`config.mk`:
```
export PLATFORM = sky130hd
export DESIGN_NAME = sliding_window_bitrate_meter_unit
export DESIGN_NICKNAME = d
export VERILOG_FILES = /design/src/hw/rtl/swbm_pkg.sv /design/src/hw/rtl/swbm_csr.sv /design/src/hw/rtl/swbm_datapath.sv /design/src/hw/rtl/swbm_ctrl.sv /design/src/hw/rtl/sliding_window_bitrate_meter_unit.sv
export SDC_FILE = /design/constraint.sdc
export NUM_CORES = 2
export LEC_CHECK = 0
export BUFFER_PORTS_ARGS = -buffer_cell sky130_fd_sc_hd__buf_2
export CAP_MARGIN = 20
export CORE_ASPECT_RATIO = 1.4
export CORE_MARGIN = 1.5
export CORE_UTILIZATION = 60
export DETAILED_ROUTE_END_ITERATION = 16
export PLACE_DENSITY = 0.74
export SLEW_MARGIN = 40
export SYNTH_ARGS = -nofsm -noshare
export SYNTH_HDL_FRONTEND = slang
export SYNTH_SLANG_ARGS = --single-unit
```
`constraint.sdc`:
```
create_clock -name clock -period 10.9 [get_ports clock]
set_clock_uncertainty 0.05 [all_clocks]
set_input_delay 1.09 -clock clock [delete_from_list [all_inputs] [get_ports clock]]
set_output_delay 1.09 -clock clock [all_outputs]
set_load 0.1 [all_outputs]
```
`src/hw/rtl/swbm_pkg.sv`:
```
`timescale 1ns / 1ps
`default_nettype none
// ----------------------------------------------------------------------------
// swbm_pkg
// Shared types and constants of the sliding-window bit-rate meter.
// ----------------------------------------------------------------------------
package swbm_pkg;

   localparam int TimeW    = 32;
   localparam int LenW     = 16;
   localparam int RegW     = 16;
   localparam int RateW    = 32;
   localparam int CsrDataW = 32;
   localparam int CsrAddrW = 4;
   localparam int CsrIdxW  = 2;

   // dividend is byte_total * 8
   localparam int DivW     = TimeW + 3;
   localparam int DivCntW  = 6;
   localparam logic [DivCntW-1:0] DivSteps = DivCntW'(DivW);

   localparam logic ACT_RECORD = 1'b0;
   localparam logic ACT_QUERY  = 1'b1;

   localparam logic [CsrIdxW-1:0] REG_QUERY_WINDOW  = 2'd0;
   localparam logic [CsrIdxW-1:0] REG_RECORD_WINDOW = 2'd1;
   localparam logic [CsrIdxW-1:0] REG_MIN_DURATION  = 2'd2;

   localparam logic [RegW-1:0] QUERY_WINDOW_RST  = 16'd20;
   localparam logic [RegW-1:0] RECORD_WINDOW_RST = 16'd40;
   localparam logic [RegW-1:0] MIN_DURATION_RST  = 16'd1;

   typedef struct packed {
      logic [RegW-1:0] query_window;
      logic [RegW-1:0] record_window;
      logic [RegW-1:0] min_duration;
   } cfg_type;

   typedef struct packed {
      logic [TimeW-1:0] stamp;
      logic [LenW-1:0]  len;
   } entry_type;

   typedef struct packed {
      logic accept;
      logic drop;
      logic append;
      logic div_start;
      logic div_step;
      logic rate_load;
      logic rsp_load;
   } cmd_type;

   typedef struct packed {
      logic is_query;
      logic fifo_full;
      logic fifo_empty;
      logic dur_ok;
      logic age_old;
      logic div_done;
      logic rsp_free;
   } status_type;

   typedef enum logic [2:0] {
      ST_IDLE,
      ST_DISPATCH,
      ST_FULL_DROP,
      ST_APPEND,
      ST_EV_RD,
      ST_EV_CHK,
      ST_DIV,
      ST_RESP
   } state_type;

endpackage
`default_nettype wire

```
`src/hw/rtl/swbm_csr.sv`:
```
`timescale 1ns / 1ps
`default_nettype none
// ----------------------------------------------------------------------------
// swbm_csr
// APB-style register file holding the window and minimum-duration settings.
// ----------------------------------------------------------------------------
module swbm_csr (
   input  wire                               clock,
   input  wire                               reset,
   input  wire                               csr_psel,
   input  wire                               csr_penable,
   input  wire                               csr_pwrite,
   input  wire  [swbm_pkg::CsrAddrW-1:0]     csr_paddr,
   input  wire  [swbm_pkg::CsrDataW-1:0]     csr_pwdata,
   output logic [swbm_pkg::CsrDataW-1:0]     csr_prdata,
   output logic                              csr_pready,
   output swbm_pkg::cfg_type                 cfg
);

   swbm_pkg::cfg_type cfg_ff, cfg_in;
   logic [swbm_pkg::CsrIdxW-1:0] idx;
   logic wr_en;

   assign idx        = csr_paddr[swbm_pkg::CsrAddrW-1:2];
   assign csr_pready = 1'b1;
   assign wr_en      = csr_psel & csr_penable & csr_pwrite & csr_pready;
   assign cfg        = cfg_ff;

   always_comb begin
      cfg_in = cfg_ff;
      if (wr_en) begin
         unique case (idx)
            swbm_pkg::REG_QUERY_WINDOW:
               cfg_in.query_window = csr_pwdata[swbm_pkg::RegW-1:0];
            swbm_pkg::REG_RECORD_WINDOW:
               cfg_in.record_window = csr_pwdata[swbm_pkg::RegW-1:0];
            swbm_pkg::REG_MIN_DURATION:
               cfg_in.min_duration = csr_pwdata[swbm_pkg::RegW-1:0];
            default: ;
         endcase
      end
   end

   always_comb begin
      unique case (idx)
         swbm_pkg::REG_QUERY_WINDOW:
            csr_prdata = swbm_pkg::CsrDataW'(cfg_ff.query_window);
         swbm_pkg::REG_RECORD_WINDOW:
            csr_prdata = swbm_pkg::CsrDataW'(cfg_ff.record_window);
         swbm_pkg::REG_MIN_DURATION:
            csr_prdata = swbm_pkg::CsrDataW'(cfg_ff.min_duration);
         default:
            csr_prdata = '0;
      endcase
   end

   always_ff @(posedge clock) begin
      if (reset) begin
         cfg_ff.query_window  <= swbm_pkg::QUERY_WINDOW_RST;
         cfg_ff.record_window <= swbm_pkg::RECORD_WINDOW_RST;
         cfg_ff.min_duration  <= swbm_pkg::MIN_DURATION_RST;
      end else begin
         cfg_ff <= cfg_in;
      end
   end

endmodule
`default_nettype wire

```
`src/hw/rtl/swbm_datapath.sv`:
```
`timescale 1ns / 1ps
`default_nettype none
// ----------------------------------------------------------------------------
// swbm_datapath
// Entry FIFO memory, byte total, window start, radix-2 divider and the
// result output register.
// ----------------------------------------------------------------------------
module swbm_datapath #(
   parameter int FIFO_DEPTH = 64
) (
   input  wire                               clock,
   input  wire                               reset,
   input  swbm_pkg::cmd_type                 cmd,
   output swbm_pkg::status_type              status,
   input  swbm_pkg::cfg_type                 cfg,
   input  wire                               req_action,
   input  wire  [swbm_pkg::TimeW-1:0]        req_now_ms,
   input  wire  [swbm_pkg::LenW-1:0]         req_packet_len,
   output logic                              rsp_tvalid,
   input  wire                               rsp_tready,
   output logic [swbm_pkg::RateW-1:0]        rsp_tdata
);

   localparam int AW = (FIFO_DEPTH > 1) ? $clog2(FIFO_DEPTH) : 1;
   localparam int CW = $clog2(FIFO_DEPTH + 1);
   localparam int SW = AW + 1;
   localparam int TW = swbm_pkg::TimeW;

   swbm_pkg::entry_type mem [FIFO_DEPTH];
   swbm_pkg::entry_type rd_data_ff;

   logic [AW-1:0]  head_ff, head_in;
   logic [CW-1:0]  count_ff, count_in;
   logic [TW-1:0]  total_ff, total_in;
   logic [TW-1:0]  wstart_ff, wstart_in;
   logic           started_ff, started_in;
   logic           action_ff;
   logic [TW-1:0]  now_ff;
   logic [swbm_pkg::LenW-1:0] len_ff;
   logic [swbm_pkg::RateW-1:0] rate_ff, rate_in;
   logic [swbm_pkg::DivW-1:0]  dq_ff, dq_in;
   logic [TW-1:0]  rem_ff, rem_in;
   logic [swbm_pkg::DivCntW-1:0] dcnt_ff, dcnt_in;
   logic           rsp_valid_ff, rsp_valid_in;
   logic [swbm_pkg::RateW-1:0] rsp_data_ff;

   logic [SW-1:0]  tail_sum;
   logic [AW-1:0]  tail;
   logic [AW-1:0]  head_next;
   logic [TW-1:0]  duration;
   logic [TW-1:0]  age;
   logic [swbm_pkg::RegW-1:0] window;
   logic [TW:0]    trial;
   logic           trial_ge;

   // tail = (head + count) mod depth; the sum stays below twice the depth
   assign tail_sum  = SW'(head_ff) + SW'(count_ff);
   assign tail      = (tail_sum >= SW'(FIFO_DEPTH)) ? AW'(tail_sum - SW'(FIFO_DEPTH))
                                                    : tail_sum[AW-1:0];
   assign head_next = (head_ff == AW'(FIFO_DEPTH - 1)) ? '0 : head_ff + 1'b1;

   assign duration = now_ff - wstart_ff;
   assign age      = now_ff - rd_data_ff.stamp;
   assign window   = (action_ff == swbm_pkg::ACT_QUERY) ? cfg.query_window
                                                        : cfg.record_window;

   assign trial    = {rem_ff, dq_ff[swbm_pkg::DivW-1]};
   assign trial_ge = trial >= {1'b0, duration};

   always_comb begin
      status.is_query   = (action_ff == swbm_pkg::ACT_QUERY);
      status.fifo_full  = (count_ff == CW'(FIFO_DEPTH));
      status.fifo_empty = (count_ff == '0);
      // a minimum of zero behaves as one
      status.dur_ok     = (duration != '0) && (duration >= TW'(cfg.min_duration));
      status.age_old    = (age >= TW'(window));
      status.div_done   = (dcnt_ff == '0);
      status.rsp_free   = ~rsp_valid_ff | rsp_tready;
   end

   always_comb begin
      head_in    = head_ff;
      count_in   = count_ff;
      total_in   = total_ff;
      wstart_in  = wstart_ff;
      started_in = started_ff;
      rate_in    = rate_ff;
      dq_in      = dq_ff;
      rem_in     = rem_ff;
      dcnt_in    = dcnt_ff;

      if (cmd.accept && !started_ff) begin
         wstart_in  = req_now_ms;
         started_in = 1'b1;
      end
      if (cmd.append) begin
         count_in = count_ff + 1'b1;
         total_in = total_ff + TW'(len_ff);
      end
      if (cmd.drop) begin
         head_in   = head_next;
         count_in  = count_ff - 1'b1;
         total_in  = total_ff - TW'(rd_data_ff.len);
         wstart_in = (action_ff == swbm_pkg::ACT_QUERY) ? rd_data_ff.stamp : now_ff;
      end
      if (cmd.div_start) begin
         dq_in   = {total_ff, 3'b000};
         rem_in  = '0;
         dcnt_in = swbm_pkg::DivSteps;
      end
      if (cmd.div_step) begin
         dq_in   = {dq_ff[swbm_pkg::DivW-2:0], trial_ge};
         rem_in  = trial_ge ? TW'(trial - {1'b0, duration}) : trial[TW-1:0];
         dcnt_in = dcnt_ff - 1'b1;
      end
      if (cmd.rate_load) begin
         rate_in = (|dq_ff[swbm_pkg::DivW-1:TW]) ? '1 : dq_ff[TW-1:0];
      end

      if (cmd.rsp_load)
         rsp_valid_in = 1'b1;
      else if (rsp_tready)
         rsp_valid_in = 1'b0;
      else
         rsp_valid_in = rsp_valid_ff;
   end

   always_ff @(posedge clock) begin
      if (reset) begin
         head_ff      <= '0;
         count_ff     <= '0;
         total_ff     <= '0;
         wstart_ff    <= '0;
         started_ff   <= 1'b0;
         rate_ff      <= '0;
         dcnt_ff      <= '0;
         rsp_valid_ff <= 1'b0;
      end else begin
         head_ff      <= head_in;
         count_ff     <= count_in;
         total_ff     <= total_in;
         wstart_ff    <= wstart_in;
         started_ff   <= started_in;
         rate_ff      <= rate_in;
         dcnt_ff      <= dcnt_in;
         rsp_valid_ff <= rsp_valid_in;
      end
   end

   always_ff @(posedge clock) begin
      dq_ff  <= dq_in;
      rem_ff <= rem_in;
      if (cmd.accept) begin
         action_ff <= req_action;
         now_ff    <= req_now_ms;
         len_ff    <= req_packet_len;
      end
      if (cmd.rsp_load)
         rsp_data_ff <= rate_ff;
   end

   // entry store: one write port at the tail, one registered read at the head
   always_ff @(posedge clock) begin
      if (cmd.append)
         mem[tail] <= '{stamp: now_ff, len: len_ff};
   end

   always_ff @(posedge clock) begin
      rd_data_ff <= mem[head_ff];
   end

   assign rsp_tvalid = rsp_valid_ff;
   assign rsp_tdata  = rsp_data_ff;

endmodule
`default_nettype wire

```
`src/hw/rtl/swbm_ctrl.sv`:
```
`timescale 1ns / 1ps
`default_nettype none
// ----------------------------------------------------------------------------
// swbm_ctrl
// Sequencer for record and query transactions: full-FIFO drop, append,
// division and the eviction walk.
// ----------------------------------------------------------------------------
module swbm_ctrl (
   input  wire                    clock,
   input  wire                    reset,
   input  wire                    req_tvalid,
   output logic                   req_tready,
   input  swbm_pkg::status_type   status,
   output swbm_pkg::cmd_type      cmd
);

   swbm_pkg::state_type state_ff, state_in;

   always_ff @(posedge clock) begin
      if (reset)
         state_ff <= swbm_pkg::ST_IDLE;
      else
         state_ff <= state_in;
   end

   always_comb begin
      state_in   = state_ff;
      cmd        = '0;
      req_tready = 1'b0;

      unique case (state_ff)
         swbm_pkg::ST_IDLE: begin
            req_tready = 1'b1;
            if (req_tvalid) begin
               cmd.accept = 1'b1;
               state_in   = swbm_pkg::ST_DISPATCH;
            end
         end
         swbm_pkg::ST_DISPATCH: begin
            if (status.is_query) begin
               if (status.dur_ok) begin
                  cmd.div_start = 1'b1;
                  state_in      = swbm_pkg::ST_DIV;
               end else begin
                  state_in = swbm_pkg::ST_RESP;
               end
            end else if (status.fifo_full) begin
               state_in = swbm_pkg::ST_FULL_DROP;
            end else begin
               state_in = swbm_pkg::ST_APPEND;
            end
         end
         swbm_pkg::ST_FULL_DROP: begin
            cmd.drop = 1'b1;
            state_in = swbm_pkg::ST_APPEND;
         end
         swbm_pkg::ST_APPEND: begin
            cmd.append = 1'b1;
            state_in   = swbm_pkg::ST_EV_RD;
         end
         // wait for the head entry to come out of the memory
         swbm_pkg::ST_EV_RD: begin
            if (!status.fifo_empty)
               state_in = swbm_pkg::ST_EV_CHK;
            else if (status.is_query)
               state_in = swbm_pkg::ST_RESP;
            else
               state_in = swbm_pkg::ST_IDLE;
         end
         swbm_pkg::ST_EV_CHK: begin
            if (status.age_old) begin
               cmd.drop = 1'b1;
               state_in = swbm_pkg::ST_EV_RD;
            end else if (status.is_query) begin
               state_in = swbm_pkg::ST_RESP;
            end else begin
               state_in = swbm_pkg::ST_IDLE;
            end
         end
         swbm_pkg::ST_DIV: begin
            if (status.div_done) begin
               cmd.rate_load = 1'b1;
               state_in      = swbm_pkg::ST_EV_RD;
            end else begin
               cmd.div_step = 1'b1;
            end
         end
         swbm_pkg::ST_RESP: begin
            if (status.rsp_free) begin
               cmd.rsp_load = 1'b1;
               state_in     = swbm_pkg::ST_IDLE;
            end
         end
         default: state_in = swbm_pkg::ST_IDLE;
      endcase
   end

endmodule
`default_nettype wire

```
`src/hw/rtl/sliding_window_bitrate_meter_unit.sv`:
```
`timescale 1ns / 1ps
`default_nettype none
// ----------------------------------------------------------------------------
// sliding_window_bitrate_meter_unit
// Bit-rate meter over a sliding millisecond window of packet records.
// ----------------------------------------------------------------------------
// Record transactions (tuser 0) append a packet to an entry FIFO and then
// drop entries whose age has reached the record window; they return nothing.
// Query transactions (tuser 1) compute byte_total*8/duration in kbit/s when
// the window is long enough, drop entries whose age has reached the query
// window and return the last rate on the rsp channel. One transaction is
// in work at a time. A record drops the head entry first when the FIFO is
// full, then appends and runs the eviction walk; each dropped entry needs
// one memory read on the single read port. A query runs the 35-step
// radix-2 divider and then the eviction walk; a query whose window is too
// short skips both. A finished result waits in the output register while
// the next transaction is accepted. The entry memory needs no clearing
// after reset.
// ----------------------------------------------------------------------------
module sliding_window_bitrate_meter_unit #(
   parameter int FIFO_DEPTH = 64
) (
   input  wire         clock,
   input  wire         reset,
   input  wire         req_tvalid,
   output logic        req_tready,
   input  wire  [47:0] req_tdata,   // now_ms[31:0], packet_len[47:32]
   input  wire  [0:0]  req_tuser,   // action[0]
   output logic        rsp_tvalid,
   input  wire         rsp_tready,
   output logic [31:0] rsp_tdata,   // bitrate_kbps[31:0]
   input  wire         csr_psel,
   input  wire         csr_penable,
   input  wire         csr_pwrite,
   input  wire  [3:0]  csr_paddr,
   input  wire  [31:0] csr_pwdata,
   output logic [31:0] csr_prdata,
   output logic        csr_pready
);

   swbm_pkg::cfg_type    cfg;
   swbm_pkg::cmd_type    cmd;
   swbm_pkg::status_type status;

   swbm_csr u_csr (
      .clock       (clock),
      .reset       (reset),
      .csr_psel    (csr_psel),
      .csr_penable (csr_penable),
      .csr_pwrite  (csr_pwrite),
      .csr_paddr   (csr_paddr),
      .csr_pwdata  (csr_pwdata),
      .csr_prdata  (csr_prdata),
      .csr_pready  (csr_pready),
      .cfg         (cfg)
   );

   swbm_ctrl u_ctrl (
      .clock      (clock),
      .reset      (reset),
      .req_tvalid (req_tvalid),
      .req_tready (req_tready),
      .status     (status),
      .cmd        (cmd)
   );

   swbm_datapath #(
      .FIFO_DEPTH (FIFO_DEPTH)
   ) u_datapath (
      .clock          (clock),
      .reset          (reset),
      .cmd            (cmd),
      .status         (status),
      .cfg            (cfg),
      .req_action     (req_tuser[0]),
      .req_now_ms     (req_tdata[31:0]),
      .req_packet_len (req_tdata[47:32]),
      .rsp_tvalid     (rsp_tvalid),
      .rsp_tready     (rsp_tready),
      .rsp_tdata      (rsp_tdata)
   );

endmodule
`default_nettype wire

```
==> key figures <==
Run status
  – Status: completed

STA
  – Final hold vios: 0
  – Fin worst setup slack: 0.926 ns
  – Setup TNS: 0 ns
  – Min Tclk post-route: 9.97 ns
  – Worst hold slack: 0.354 ns
  – RSZ-0062 raised after global routing: false
  – Fin crit share: 0.915
  – Max Slew Vio Count: 0
  – Worst-Margin Slew: 0.957 ns
  – Slew margin rel.: 0.362
  – Final setup viols: 0
  – FMAX: 100 MHz

Worst setup path
  – WS Path Type: flop to flop
  – Worst Path Max Fanout: 67
  – Most used cell, CP: nor2_1
  – Critical path's slowest cell: nor4_1
  – Worst path max stage delay: 0.69 ns
  – CP startpoint kind: flop
  – Critical path endpoint category: flop
  – Critical Path AT: 10.72 ns
  – R2R cell count: 33
  – Required @ worst endpoint: 11.65 ns

Yosys
  – Synth Area in Compound Gates: 0.0303
  – Mux share of post-synthesis cell area: 0.174
  – Adder-cell share of the synthesized area: 0.0165
  – Post-synth EDFFs: 3220
  – Flops & latches, synth: 3436
  – Yosys cell types: 84
  – Simple logic cell fraction of the synthesized area: 0.0265
  – Syn_area_per_cell: 20.3 µm²
  – Mapped Cells: 6812
  – Largest family of logic cells by synthesized area: multiplexers
  – Commonest register cell after synthesis: edfxtp_1
  – Synth Warn #: 0
  – Post-Syn Area: 138000 µm²
  – XOR/XNOR Fraction of Synth Area: 0.00873
  – Post-synth ARST share: 0
  – Register area share after synthesis: 0.730

Floorplanning
  – Die Area: 234000 µm²
  – Starting density of the core: 0.604
  – Top Ports: 159
  – DIE HEIGHT: 571 µm
  – Die width: 409 µm
  – Rows: 208
  – Placeable core area: 229000 µm²

Place
  – Input/output buffers: 123
  – Final HPWL DP: 207 mm
  – GPL Wtd Cong: 0.921
  – Post-Place Worst Slack: 0.884 ns
  – Cell Area, Placed: 145000 µm²

GRT
  – Initial antenna violation count: 14
  – GR Util met1: 0.399
  – Busiest layer in global routing: met2
  – GR met3 Demand/Resource: 0.0561
  – Vias in the first global route: 73.5k
  – First-pass GRT wire length: 533 mm
  – Gr ovfl total: 0
  – Largest net degree at the start of global routing: 136
  – GRT Total Usage: 0.325
  – GR Util met2: 0.566

Clocking
  – Root Buffer: clkbuf_16
  – CTS max path bufs: 4
  – Post-CTS resize count: 0
  – Worst-path clk slew: 0.07 ns
  – CTS tree: yes
  – # clock sinks: 3436
  – CTS Buf Count: 310
  – H-tree levels: 5
  – Clk_lat worst skew: 0.87 ns
  – Postcts setup bufs: 0
  – Post-CTS Hold Buffers: 0

Routing
  – Via density: 6.97
  – Post-Route WL: 379 mm
  – DRC errors left: 0
  – WL/cell: 36.3 µm
  – First DRT Iteration DRCs: 10.3k
  – Drt first pass iters: 6
  – Vias: 72.7k
  – Antenna-violating nets left: 0

Run
  – Maxcap violations: 0

Layout
  – Commonest non-fill, non-tap cell in the layout: edfxtp_1
  – Layout area overhead: 11.7%
  – Post-route cell area: 155000 µm²
  – Nets@finish: 7413
  – Combined area of the multi-input logic cells: 36000 µm²
  – Commonest cells after routing, fill and taps aside: edfxtp_1, mux4_2, clkbuf_16, nand2_1, dfxtp_1
  – Reg area: 101000 µm²
  – Fill cell count: 14.0k
  – Share of layout cells above drive strength 1: 0.267

Power and ir drop
  – Pwr per Cell Area: 235 nW/µm²
  – VDD IR-drop max: 0.248 mV
  – Leak: 49.1 nW

Worst hold path
  – Min-delay worst type: primary input to flop
  – Worst hold stages: 1
power by group:
| part | internal, mW | switching [mW] | leakage, nW |
|---|---|---|---|
| Combinational | 4.21 | 5.55 | 13.5 |
| Sequential | 15.5 | 0.289 | 30.8 |
| Clock | 5.95 | 4.78 | 4.78 |
synthesized netlist by cell type (11+ instances only):
cell type / number / share of area
edfxtp_1: 3220 / 0.70
nand2_1: 291 / 0.0079
dfxtp_1: 216 / 0.031
buf_4: 25 / 0.0014
nand4_1: 31 / 0.0014
nor3_1: 25 / 0.00090
o21a_1: 22 / 0.0012
nand3_1: 40 / 0.0014
or4_1: 12 / 0.00065
and3_1: 17 / 0.00077
xnor2_1: 86 / 0.0054
buf_1: 86 / 0.0023
nor4_1: 16 / 0.00072
a21oi_1: 181 / 0.0065
o211ai_1: 12 / 0.00065
ha_1: 173 / 0.016
and2_1: 20 / 0.00090
o21bai_1: 15 / 0.00081
mux4_2: 1008 / 0.16
o221a_2: 32 / 0.0026
inv_1: 136 / 0.0037
a31oi_1: 17 / 0.00077
clkbuf_1: 232 / 0.0063
buf_2: 14 / 0.00051
xor2_1: 52 / 0.0033
or3_1: 11 / 0.00050
nor2_1: 227 / 0.0062
o31ai_1: 12 / 0.00065
a21o_1: 55 / 0.0030
nor2b_1: 52 / 0.0023
o21ai_0: 97 / 0.0035
nand2b_1: 22 / 0.00099
mux2i_1: 133 / 0.0096
a211oi_1: 92 / 0.0050
through the flow:
| stage | power [mW] | cells | utilization |
|---|---|---|---|
| final | 36.3 | 10425 | 0.674 |
| after global routing | 37.6 | 10421 | 0.674 |
| after CTS | 36.4 | 10415 | 0.674 |
| after detailed placement | 25.7 | 9872 | 0.631 |
| after global placement | 25.5 | 9818 | 0.626 |
| after floorplan | 23.2 | 6827 | - |
cell type report:
cell class,count,area share
tap,3045,0.0246
sequential,3436,0.653
clock inverter,160,0.00913
inverter,139,0.00342
timing repair buffer,364,0.0221
clock buffer,383,0.0541
multi-input combinational,2891,0.233
antenna,7,0.000113
final timing paths:
check | start | slack [ns] | to
setup / recovery | u_datapath.now_ff[1]$_DFFE_PP_ | 0.93 | u_datapath.total_ff[29]$_SDFFE_PP0P_
hold / removal | req_tdata[36] | 0.35 | u_datapath.len_ff[4]$_DFFE_PP_
setup reg to reg | u_datapath.now_ff[1]$_DFFE_PP_ | 0.93 | u_datapath.total_ff[29]$_SDFFE_PP0P_
hold reg to reg | u_datapath.rate_ff[9]$_SDFFE_PP0P_ | 0.39 | u_datapath.rsp_tdata[9]$_DFFE_PP_
layer usage:
| layer | routed length [µm] | vias up |
|---|---|---|
| li1 | - | 28787 |
| met1 | 125000 | 38018 |
| met2 | 197000 | 4839 |
| met3 | 36600 | 1053 |
| met4 | 20300 | 8 |
| met5 | 66 | - |
state kept, by name, indices dropped and copies added (netlist names), 35 cells and up:
signal and cells:
u_csr.cfg 48, u_datapath.mem 3072, u_datapath.rd_data_ff 48, u_datapath.dq_ff 35
logic make-up (layout without fill, tap and decap cells):
logic type                 Yosys count  count (layout)
buffers and inverters              500            1046
adders and majority gates          179             179
AOI/OAI and AO/OA                  621             621
DFF                               3436            3436
other                                2              24
xor gates and xnor gates           138             138
muxes                             1143            1143
and+or+nand+nor                    793             793
worst max-delay path, delay by kind of cell (launching register included):
kind	cells	cell delay, ns
muxes	1	0.08
buffers and inverters	2	0.91
AOI/OAI and AO/OA	17	5.16
DFF	1	0.36
xor gates and xnor gates	2	0.44
adders and majority gates	3	0.98
and+or+nand+nor	8	1.91
No activity file was read; power rests on OpenSTA's default activity.
